<file path="config.mk">
export PLATFORM = sky130hd
export DESIGN_NAME = positional_array_list_flat
export DESIGN_NICKNAME = d
export VERILOG_FILES = /design/src/hdl/pal_pkg.sv /design/src/hdl/pal_req_if.sv /design/src/hdl/pal_rsp_if.sv /design/src/hdl/pal_ram.sv /design/src/hdl/positional_array_list.sv /design/src/flat_wrapper.sv
export VERILOG_INCLUDE_DIRS = /design/src /design/src/hdl
export SDC_FILE = /design/constraint.sdc
export NUM_CORES = 1
export LEC_CHECK = 0
export BUFFER_PORTS_ARGS = -buffer_cell sky130_fd_sc_hd__clkbuf_2
export CAP_MARGIN = 20
export CORE_MARGIN = 2
export CORE_UTILIZATION = 23
export CTS_CLUSTER_DIAMETER = 40
export DETAILED_ROUTE_END_ITERATION = 16
export PLACE_DENSITY = 0.46
export SKIP_CTS_REPAIR_TIMING = 1
export SYNTH_ARGS = -nofsm -noshare
export SYNTH_HDL_FRONTEND = slang
export SYNTH_SLANG_ARGS = --single-unit
</file>
<file path="constraint.sdc">
create_clock -name clk -period 4.8 [get_ports clk]
set_input_delay 0.48 -clock clk [delete_from_list [all_inputs] [get_ports clk]]
set_output_delay 0.48 -clock clk [all_outputs]
set_load 0.01 [all_outputs]
</file>
<file path="src/hdl/assert_macros.svh">
// assertion macros used by the rtl file positional_array_list
`ifndef ASSERT_MACROS_SVH
`define ASSERT_MACROS_SVH

`ifndef ASSERT_OFF

// condition holds at every clock edge out of reset
`define PAL_ASSERT_ALWAYS(lbl, clk, rst_n, cond) \
    lbl: assert property (@(posedge clk) disable iff (!rst_n) (cond)) \
        else $error("assertion failed");

// same-cycle implication
`define PAL_ASSERT_IMPL(lbl, clk, rst_n, ante, cons) \
    lbl: assert property (@(posedge clk) disable iff (!rst_n) (ante) |-> (cons)) \
        else $error("assertion failed");

// next-cycle implication
`define PAL_ASSERT_NEXT(lbl, clk, rst_n, ante, cons) \
    lbl: assert property (@(posedge clk) disable iff (!rst_n) (ante) |=> (cons)) \
        else $error("assertion failed");

`else

`define PAL_ASSERT_ALWAYS(lbl, clk, rst_n, cond)
`define PAL_ASSERT_IMPL(lbl, clk, rst_n, ante, cons)
`define PAL_ASSERT_NEXT(lbl, clk, rst_n, ante, cons)

`endif

`endif

</file>
<file path="src/hdl/pal_pkg.sv">
// ----------------------------------------------------------------------------
// pal_pkg
// shared types and constants of the positional array list
// ----------------------------------------------------------------------------
package pal_pkg;

    localparam int DEPTH_DEF      = 16;
    localparam int DATA_WIDTH_DEF = 32;
    localparam int REQ_W          = 3;
    localparam int STATUS_W       = 2;

    typedef enum logic [REQ_W-1:0] {
        REQ_INSERT = 3'd0,
        REQ_REMOVE = 3'd1,
        REQ_FIND   = 3'd2,
        REQ_GET    = 3'd3,
        REQ_SIZE   = 3'd4
    } req_type_t;

    typedef enum logic [STATUS_W-1:0] {
        ST_OK       = 2'd0,
        ST_BADPOS   = 2'd1,
        ST_FULL     = 2'd2,
        ST_NOTFOUND = 2'd3
    } status_t;

endpackage

</file>
<file path="src/hdl/pal_req_if.sv">
// ----------------------------------------------------------------------------
// pal_req_if
// request channel: valid/ready handshake with request payload
// ----------------------------------------------------------------------------
interface pal_req_if #(
    parameter int PW = 5,
    parameter int DW = 32
);
    logic                       valid;
    logic                       ready;
    logic [pal_pkg::REQ_W-1:0]  req_type;
    logic [PW-1:0]              position;
    logic signed [DW-1:0]       item_value;

    modport source (output valid, output req_type, output position, output item_value,
                    input ready);
    modport sink   (input valid, input req_type, input position, input item_value,
                    output ready);
endinterface

</file>
<file path="src/hdl/pal_rsp_if.sv">
// ----------------------------------------------------------------------------
// pal_rsp_if
// result channel: valid/ready handshake with result payload
// ----------------------------------------------------------------------------
interface pal_rsp_if #(
    parameter int PW = 5,
    parameter int IW = 4,
    parameter int DW = 32
);
    logic                         valid;
    logic                         ready;
    logic [pal_pkg::STATUS_W-1:0] status;
    logic [IW-1:0]                found_index;
    logic signed [DW-1:0]         read_data;
    logic [PW-1:0]                entry_count;
    logic                         last;

    modport source (output valid, output status, output found_index, output read_data,
                    output entry_count, output last, input ready);
    modport sink   (input valid, input status, input found_index, input read_data,
                    input entry_count, input last, output ready);
endinterface

</file>
<file path="src/hdl/pal_ram.sv">
// ----------------------------------------------------------------------------
// pal_ram
// generic single-write, single-read ram with registered read data
// ----------------------------------------------------------------------------
module pal_ram #(
    parameter int WIDTH = 32,
    parameter int DEPTH = 16,
    localparam int AW   = $clog2(DEPTH)
) (
    input  logic             clk,
    input  logic             we,
    input  logic [AW-1:0]    waddr,
    input  logic [WIDTH-1:0] wdata,
    input  logic             re,
    input  logic [AW-1:0]    raddr,
    output logic [WIDTH-1:0] rdata
);

    logic [WIDTH-1:0] mem [DEPTH];

    always_ff @(posedge clk)
    begin
        if (we)
        begin
            mem[waddr] <= wdata;
        end
        if (re)
        begin
            rdata <= mem[raddr];
        end
    end

endmodule

</file>
<file path="src/hdl/positional_array_list.sv">
// ----------------------------------------------------------------------------
// positional_array_list
// ordered list of signed words with insert, remove, find, get and size
// ----------------------------------------------------------------------------
// usage:
//   req carries one request per transaction (req_type, position, item_value);
//   rsp returns results (status, found_index, read_data, entry_count, last).
//   every request gives one result with last set, except find with several
//   matches, which gives one result per match in rising index order.
//   unknown request codes are dropped and give no result.
// sequencing (p = position), one request at a time:
//   insert shifts the entries from p upward by one, then writes the new word;
//   remove shifts the entries above p down by one; find scans every entry;
//   get reads one entry; size and rejected requests go straight to the result.
//   the list sits in one ram with one write and one registered read port;
//   shifts and scans move one entry per cycle through that port pair while find is not stalled.
// the output register holds a finished result, so the next request is taken
// while it waits; a stalled receiver stalls find between matches and holds
// every other request at its final result.
// reset clears the count and the control state; the ram needs no clearing pass.
// ----------------------------------------------------------------------------
`include "assert_macros.svh"

module positional_array_list #(
    parameter int DEPTH      = pal_pkg::DEPTH_DEF,
    parameter int DATA_WIDTH = pal_pkg::DATA_WIDTH_DEF
) (
    input  logic        clk,
    input  logic        rst_n,
    pal_req_if.sink     req,
    pal_rsp_if.source   rsp
);

    localparam int AW = $clog2(DEPTH);
    localparam int PW = $clog2(DEPTH + 1);

    typedef enum logic [2:0] {
        S_IDLE,
        S_INS,
        S_REM,
        S_FIND,
        S_GET,
        S_EMIT
    } state_t;

    // control state
    state_t         state_reg,   state_next;
    logic [PW-1:0]  count_reg,   count_next;
    logic [PW-1:0]  ptr_reg,     ptr_next;
    logic           wp_reg,      wp_next;
    logic           rv_reg,      rv_next;
    logic           held_reg,    held_next;
    logic           out_valid_reg, out_valid_next;

    // payload
    logic [PW-1:0]              pos_reg,        pos_next;
    logic [DATA_WIDTH-1:0]      val_reg,        val_next;
    logic [AW-1:0]              wa_reg,         wa_next;
    logic [AW-1:0]              cmp_idx_reg,    cmp_idx_next;
    logic [AW-1:0]              held_idx_reg,   held_idx_next;
    pal_pkg::status_t           res_status_reg, res_status_next;
    logic [AW-1:0]              res_idx_reg,    res_idx_next;
    logic [DATA_WIDTH-1:0]      res_data_reg,   res_data_next;
    pal_pkg::status_t           out_status_reg;
    logic [AW-1:0]              out_idx_reg;
    logic [DATA_WIDTH-1:0]      out_data_reg;
    logic [PW-1:0]              out_count_reg;
    logic                       out_last_reg;

    // output load
    logic                   out_load;
    pal_pkg::status_t       ld_status;
    logic [AW-1:0]          ld_idx;
    logic [DATA_WIDTH-1:0]  ld_data;
    logic                   ld_last;

    // ram ports
    logic                   mem_we;
    logic [AW-1:0]          mem_wa;
    logic [DATA_WIDTH-1:0]  mem_wd;
    logic                   mem_re;
    logic [AW-1:0]          mem_ra;
    logic [DATA_WIDTH-1:0]  mem_rd;

    logic           can_emit;
    logic           accept;
    logic           match;
    logic           stall;
    logic [PW-1:0]  ptr_dec;
    logic [PW-1:0]  ptr_inc;

    pal_ram #(
        .WIDTH (DATA_WIDTH),
        .DEPTH (DEPTH)
    ) u_ram (
        .clk   (clk),
        .we    (mem_we),
        .waddr (mem_wa),
        .wdata (mem_wd),
        .re    (mem_re),
        .raddr (mem_ra),
        .rdata (mem_rd)
    );

    assign req.ready = (state_reg == S_IDLE);
    assign accept    = req.valid && req.ready;
    assign can_emit  = !out_valid_reg || rsp.ready;
    assign ptr_dec   = ptr_reg - 1'b1;
    assign ptr_inc   = ptr_reg + 1'b1;
    assign match     = (mem_rd == val_reg);
    // a second match with the previous one still unsent waits for the output
    assign stall     = rv_reg && match && held_reg && !can_emit;

    always_comb
    begin
        state_next      = state_reg;
        count_next      = count_reg;
        ptr_next        = ptr_reg;
        wp_next         = wp_reg;
        rv_next         = rv_reg;
        held_next       = held_reg;
        pos_next        = pos_reg;
        val_next        = val_reg;
        wa_next         = wa_reg;
        cmp_idx_next    = cmp_idx_reg;
        held_idx_next   = held_idx_reg;
        res_status_next = res_status_reg;
        res_idx_next    = res_idx_reg;
        res_data_next   = res_data_reg;

        out_load  = 1'b0;
        ld_status = res_status_reg;
        ld_idx    = res_idx_reg;
        ld_data   = res_data_reg;
        ld_last   = 1'b1;

        mem_we = 1'b0;
        mem_wa = wa_reg;
        mem_wd = mem_rd;
        mem_re = 1'b0;
        mem_ra = ptr_reg[AW-1:0];

        case (state_reg)
            S_IDLE:
            begin
                if (accept)
                begin
                    pos_next      = req.position;
                    val_next      = req.item_value;
                    res_idx_next  = '0;
                    res_data_next = '0;
                    wp_next       = 1'b0;
                    rv_next       = 1'b0;
                    held_next     = 1'b0;
                    case (pal_pkg::req_type_t'(req.req_type))
                        pal_pkg::REQ_INSERT:
                        begin
                            if (count_reg == PW'(DEPTH))
                            begin
                                res_status_next = pal_pkg::ST_FULL;
                                state_next      = S_EMIT;
                            end
                            else if (req.position > count_reg)
                            begin
                                res_status_next = pal_pkg::ST_BADPOS;
                                state_next      = S_EMIT;
                            end
                            else
                            begin
                                ptr_next   = count_reg;
                                state_next = S_INS;
                            end
                        end
                        pal_pkg::REQ_REMOVE:
                        begin
                            if (req.position >= count_reg)
                            begin
                                res_status_next = pal_pkg::ST_BADPOS;
                                state_next      = S_EMIT;
                            end
                            else
                            begin
                                ptr_next   = req.position;
                                state_next = S_REM;
                            end
                        end
                        pal_pkg::REQ_FIND:
                        begin
                            ptr_next   = '0;
                            state_next = S_FIND;
                        end
                        pal_pkg::REQ_GET:
                        begin
                            if (req.position >= count_reg)
                            begin
                                res_status_next = pal_pkg::ST_BADPOS;
                                state_next      = S_EMIT;
                            end
                            else
                            begin
                                mem_re     = 1'b1;
                                mem_ra     = req.position[AW-1:0];
                                state_next = S_GET;
                            end
                        end
                        pal_pkg::REQ_SIZE:
                        begin
                            res_status_next = pal_pkg::ST_OK;
                            state_next      = S_EMIT;
                        end
                        default:
                        begin
                            state_next = S_IDLE;
                        end
                    endcase
                end
            end

            S_INS:
            begin
                // read entry i-1 now, write it to entry i next cycle
                if (wp_reg)
                begin
                    mem_we = 1'b1;
                end
                if (ptr_reg > pos_reg)
                begin
                    mem_re   = 1'b1;
                    mem_ra   = ptr_dec[AW-1:0];
                    wp_next  = 1'b1;
                    wa_next  = ptr_reg[AW-1:0];
                    ptr_next = ptr_dec;
                end
                else if (!wp_reg)
                begin
                    mem_we          = 1'b1;
                    mem_wa          = pos_reg[AW-1:0];
                    mem_wd          = val_reg;
                    count_next      = count_reg + 1'b1;
                    res_status_next = pal_pkg::ST_OK;
                    state_next      = S_EMIT;
                end
                else
                begin
                    wp_next = 1'b0;
                end
            end

            S_REM:
            begin
                if (wp_reg)
                begin
                    mem_we = 1'b1;
                end
                if (ptr_inc < count_reg)
                begin
                    mem_re   = 1'b1;
                    mem_ra   = ptr_inc[AW-1:0];
                    wp_next  = 1'b1;
                    wa_next  = ptr_reg[AW-1:0];
                    ptr_next = ptr_inc;
                end
                else if (!wp_reg)
                begin
                    count_next      = count_reg - 1'b1;
                    res_status_next = pal_pkg::ST_OK;
                    state_next      = S_EMIT;
                end
                else
                begin
                    wp_next = 1'b0;
                end
            end

            S_FIND:
            begin
                // the latest match is held back until it is known whether it is the last
                if (rv_reg && !stall && match)
                begin
                    if (held_reg)
                    begin
                        out_load  = 1'b1;
                        ld_status = pal_pkg::ST_OK;
                        ld_idx    = held_idx_reg;
                        ld_data   = '0;
                        ld_last   = 1'b0;
                    end
                    held_next     = 1'b1;
                    held_idx_next = cmp_idx_reg;
                end
                if (!stall)
                begin
                    if (ptr_reg < count_reg)
                    begin
                        mem_re       = 1'b1;
                        mem_ra       = ptr_reg[AW-1:0];
                        rv_next      = 1'b1;
                        cmp_idx_next = ptr_reg[AW-1:0];
                        ptr_next     = ptr_inc;
                    end
                    else
                    begin
                        rv_next = 1'b0;
                        if (!rv_reg)
                        begin
                            res_status_next = held_reg ? pal_pkg::ST_OK : pal_pkg::ST_NOTFOUND;
                            res_idx_next    = held_reg ? held_idx_reg : '0;
                            state_next      = S_EMIT;
                        end
                    end
                end
            end

            S_GET:
            begin
                res_data_next   = mem_rd;
                res_status_next = pal_pkg::ST_OK;
                state_next      = S_EMIT;
            end

            S_EMIT:
            begin
                if (can_emit)
                begin
                    out_load   = 1'b1;
                    state_next = S_IDLE;
                end
            end

            default:
            begin
                state_next = S_IDLE;
            end
        endcase

        if (out_load)
        begin
            out_valid_next = 1'b1;
        end
        else if (rsp.ready)
        begin
            out_valid_next = 1'b0;
        end
        else
        begin
            out_valid_next = out_valid_reg;
        end
    end

    always_ff @(posedge clk or negedge rst_n)
    begin
        if (!rst_n)
        begin
            state_reg     <= S_IDLE;
            count_reg     <= '0;
            ptr_reg       <= '0;
            wp_reg        <= 1'b0;
            rv_reg        <= 1'b0;
            held_reg      <= 1'b0;
            out_valid_reg <= 1'b0;
        end
        else
        begin
            state_reg     <= state_next;
            count_reg     <= count_next;
            ptr_reg       <= ptr_next;
            wp_reg        <= wp_next;
            rv_reg        <= rv_next;
            held_reg      <= held_next;
            out_valid_reg <= out_valid_next;
        end
    end

    always_ff @(posedge clk)
    begin
        pos_reg        <= pos_next;
        val_reg        <= val_next;
        wa_reg         <= wa_next;
        cmp_idx_reg    <= cmp_idx_next;
        held_idx_reg   <= held_idx_next;
        res_status_reg <= res_status_next;
        res_idx_reg    <= res_idx_next;
        res_data_reg   <= res_data_next;
        if (out_load)
        begin
            out_status_reg <= ld_status;
            out_idx_reg    <= ld_idx;
            out_data_reg   <= ld_data;
            out_count_reg  <= count_reg;
            out_last_reg   <= ld_last;
        end
    end

    assign rsp.valid       = out_valid_reg;
    assign rsp.status      = out_status_reg;
    assign rsp.found_index = out_idx_reg;
    assign rsp.read_data   = out_data_reg;
    assign rsp.entry_count = out_count_reg;
    assign rsp.last        = out_last_reg;

    `PAL_ASSERT_ALWAYS(a_count_range, clk, rst_n, count_reg <= PW'(DEPTH))
    `PAL_ASSERT_ALWAYS(a_count_step, clk, rst_n, (count_reg == $past(count_reg)) || (count_reg == $past(count_reg) + 1'b1) || (count_reg == $past(count_reg) - 1'b1))
    `PAL_ASSERT_IMPL(a_write_state, clk, rst_n, mem_we, (state_reg == S_INS) || (state_reg == S_REM))
    `PAL_ASSERT_NEXT(a_last_idle, clk, rst_n, out_load && ld_last, state_reg == S_IDLE)

endmodule
</file>
<file path="src/flat_wrapper.sv">
// flat-port wrapper written by rule: the top's interface ports become plain ports
module positional_array_list_flat 
#(
    parameter int DEPTH      = pal_pkg::DEPTH_DEF,
    parameter int DATA_WIDTH = pal_pkg::DATA_WIDTH_DEF
)
  (clk, rst_n, req_valid, req_req_type, req_position, req_item_value, req_ready, rsp_valid, rsp_status, rsp_found_index, rsp_read_data, rsp_entry_count, rsp_last, rsp_ready);
  pal_req_if req_i ();
  pal_rsp_if rsp_i ();
  input  logic clk;
  input  logic rst_n;
  input wire logic [$bits(req_i.valid)-1:0] req_valid;
  input wire logic [$bits(req_i.req_type)-1:0] req_req_type;
  input wire logic [$bits(req_i.position)-1:0] req_position;
  input wire logic [$bits(req_i.item_value)-1:0] req_item_value;
  output wire logic [$bits(req_i.ready)-1:0] req_ready;
  output wire logic [$bits(rsp_i.valid)-1:0] rsp_valid;
  output wire logic [$bits(rsp_i.status)-1:0] rsp_status;
  output wire logic [$bits(rsp_i.found_index)-1:0] rsp_found_index;
  output wire logic [$bits(rsp_i.read_data)-1:0] rsp_read_data;
  output wire logic [$bits(rsp_i.entry_count)-1:0] rsp_entry_count;
  output wire logic [$bits(rsp_i.last)-1:0] rsp_last;
  input wire logic [$bits(rsp_i.ready)-1:0] rsp_ready;
  assign req_i.valid = req_valid;
  assign req_i.req_type = req_req_type;
  assign req_i.position = req_position;
  assign req_i.item_value = req_item_value;
  assign req_ready = req_i.ready;
  assign rsp_valid = rsp_i.valid;
  assign rsp_status = rsp_i.status;
  assign rsp_found_index = rsp_i.found_index;
  assign rsp_read_data = rsp_i.read_data;
  assign rsp_entry_count = rsp_i.entry_count;
  assign rsp_last = rsp_i.last;
  assign rsp_i.ready = rsp_ready;
  positional_array_list #(.DEPTH(DEPTH), .DATA_WIDTH(DATA_WIDTH)) u_core (.clk(clk), .rst_n(rst_n), .req(req_i), .rsp(rsp_i));
endmodule
</file>
==> impl_metrics.yaml <==
drt:
  dr.first_iter.drc_count: 1319
  postRouteAntennaNets: 0
  drc: 0
  wirelength_mm: 81.8
  drt_pass1_iterations: 5
  viasPerCell: 4.39
  wl_per_cell_um: 23.0
  vias: 15600
placed_design:
  hpwl_mm: 46.4
  placement.io_buffers: 89
  pre_cts_slack_ps: 280
  gp_congestion: 0.789
final_layout:
  final_util_pct: 29.1
  num-fill-cells: 11900
  fin_nets: 1914
  largest_reg_flops: 512
  drive_above_1_share_pct: 21.8
  syn_to_final_growth_pct: 25.4
  top_register: "u_core.u_ram.mem"
clocking:
  tritoncts: "built"
  clk_pin_slew_ps: 50
  clock_sinks: 692
  cts_buffers: 108
  h-tree-depth: 3
  root_buffer: "clkbuf_16"
  clock_path_buffers: 3
  clock_latency_ps: 690
global_routing:
  busiest_layer: "met2"
  grt_pass1_wl_mm: 116
  met1_usage_pct: 18.1
  grt_use_met3_pct: 2.44
  gr-total-overflow: 0
  first_global_vias: 15900
  grt_use_met2_pct: 21.1
  track_usage_pct: 13.1
  grt_max_degree: 41
  antenna_found_initial: 2
die:
  die_w_um: 352
  row_count: 127
  pin_count: 90
  start_util_pct: 23.2
  die-height_um: 352
  coreArea_um2: 120000
  dieArea_um2: 124000
setup_path:
  cp-start-kind: "flop"
  critical_path_class: "flop to flop"
  crit_path_end_kind: "flop"
  cp.arrival_ps: 4910
  path_max_fanout: 40
  r2r_setup_slack_ps: 300
  r2r.worst_path.cells: 13
  r2r_end: "u_core.u_ram.rdata[26]$_DFFE_PP_"
  cp_data_required_time_ps: 5200
  timing.rr.start: "u_core.ptr_reg[2]$_DFFE_PN0P_"
power:
  peakVddDrop_mv: 0.357
  leakage_nw: 12.6
  power.density_nw_per_um2: 654
  p_total_w: 0.0228
synthesis:
  synth.distinct_cells: 69
  synth_edf_count: 675
  yosys_warnings: 0
  synthFlopType: "edfxtp_1"
  netlist_instances: 1631
  syn_area_per_cell_um2: 17.0
  synth_nets: 1699
  async_flop_share_pct: 2.46
  synth_area_um2: 27800
  synth_seq_area_share_pct: 74.4
  ys_ff_latch: 692
timing:
  finalCriticalPeriod_ps: 4500
  max_freq_ghz: 0.222
  hold_viol: 0
  tightest_slew_ps: 1050
  finalMaxSlewViolations: 0
  skew_ps: 32.9
  period_share_pct: 93.8
  setup_slack_ps: 298
  finalSetupViolations: 0
  rsz0062_at_grt: "false"
  fin_setup_tns_ps: 0
  max_slew_margin_pct: 29.8
run_status:
  status: "complete, no violations"
min_path:
  hold_depth: 1
  hp-start: "req_position[0]"
  holdPathEnd: "u_core.pos_reg[0]$_DFFE_PP_"
  hold_path_class: "primary input to flop"
job:
  max_cap_violations: 0
## cell usage after synthesis, types with 8 or more instances
cell      count  area (µm²)
a21oi_1      18        90.1
a31oi_1       8        50.1
and2_1       37         231
and3_1       40         250
buf_2        35         175
buf_4        10        75.1
clkbuf_1     33         124
dfrtp_1      17         425
edfxtp_1    675       20300
ha_1         23         288
inv_1        21        78.8
mux2_2       39         439
mux2i_1     260        2600
nand2_1      35         131
nand3_1      11        55.1
nand4_1       9        56.3
nor2_1       37         139
nor2b_1      10        62.6
o21ai_0      20         100
o22ai_1     130         813
or4_1        32         240
xnor2_1      35         307
xor2_1        8        70.1
## power breakdown
group	internal, W	switching [W]
Combinational	0.00230	0.00390
Sequential	0.00813	0.000378
Clock	0.00503	0.00306
## placed cells by master (no fill, tap or decap), types with 18 or more instances in the layout
cell / n
and2_1: 37
clkbuf_2: 89
inv_1: 21
edfxtp_1: 675
dlygate4sd3_1: 32
nand2_1: 33
mux2_2: 39
a21oi_1: 18
xnor2_1: 35
ha_1: 23
mux2i_1: 260
and3_1: 40
buf_12: 20
or4_1: 32
nor2_4: 18
o21ai_0: 20
o22ai_1: 130
clkbuf_16: 110
nor2_1: 20
buf_4: 46
## cell type report
type	instances	area, µm²	share of cell area (%)
clock inverter	82	986	2.83
inverter	24	92.6	0.265
timing repair buffer	187	1510	4.33
antenna	1	2.50	0.00717
clock buffer	122	2800	8.02
multi-input combinational	833	6770	19.4
sequential	692	20700	59.3
tap	1612	2020	5.78
## worst max-delay path: stages (launching register included)
cell and delay [ps]:
dfrtp_1 500, nand3_1 130, xnor2_1 260, ha_1 300
a21o_1 180, a2111oi_1 580, and2_1 320, nor3_4 110
a22oi_2 240, buf_12 320, buf_12 330, mux2i_1 270
o22ai_1 110, or4_1 520
## through the flow
stage / instance area [µm²] / hold WS [ps] / instances
detailed placement: 30800 / 425 / 3316
floorplan: 27800 / 184 / 1631
finish: 34900 / 46.2 / 3553
global route: 34900 / 9.72 / 3552
global placement: 30700 / 424 / 3314
CTS: 34600 / -245 / 3520
## cells by family (layout without fill, tap and decap cells)
family | count (synthesis) | after routing | synth area share (%)
AO/OA/AOI/OAI | 227 | 227 | 5.43
other | 0 | 1 | 0
flip-flops | 692 | 692 | 74.4
XOR/XNOR | 43 | 43 | 1.35
buffers and inverters | 106 | 415 | 1.79
adder cells (fa/ha/maj) | 24 | 24 | 1.11
AND/OR/NAND/NOR | 240 | 240 | 4.96
multiplexers | 299 | 299 | 10.9
## layer usage
metal | part of all wire, % | vias to the layer above | wire length, µm
met5 | 0 | - | 0
met1 | 46 | 8073 | 38000
met4 | 2.0 | 0 | 1640
met2 | 47 | 428 | 38100
met3 | 5.0 | 118 | 4050
li1 | - | 6973 | -
## how the worst max path moves through the flow
stage                                     from                                  end  slack [ps]  cells after the start
4_1_cts          u_core.ptr_reg[0]$_DFFE_PN0P_     u_core.u_ram.rdata[26]$_DFFE_PP_         250                     13
5_1_grt          u_core.ptr_reg[2]$_DFFE_PN0P_     u_core.u_ram.rdata[26]$_DFFE_PP_         110                     13
3_3_place_gp     u_core.ptr_reg[0]$_DFFE_PN0P_     u_core.u_ram.rdata[20]$_DFFE_PP_         440                     13
3_5_place_dp     u_core.ptr_reg[0]$_DFFE_PN0P_     u_core.u_ram.rdata[20]$_DFFE_PP_         280                     13
2_1_floorplan  u_core.state_reg[1]$_DFFE_PN0P_  u_core.rsp.entry_count[0]$_DFFE_PP_         290                      3
6_report         u_core.ptr_reg[2]$_DFFE_PN0P_     u_core.u_ram.rdata[26]$_DFFE_PP_         300                     13
No activity file was read; power rests on OpenSTA's default activity.
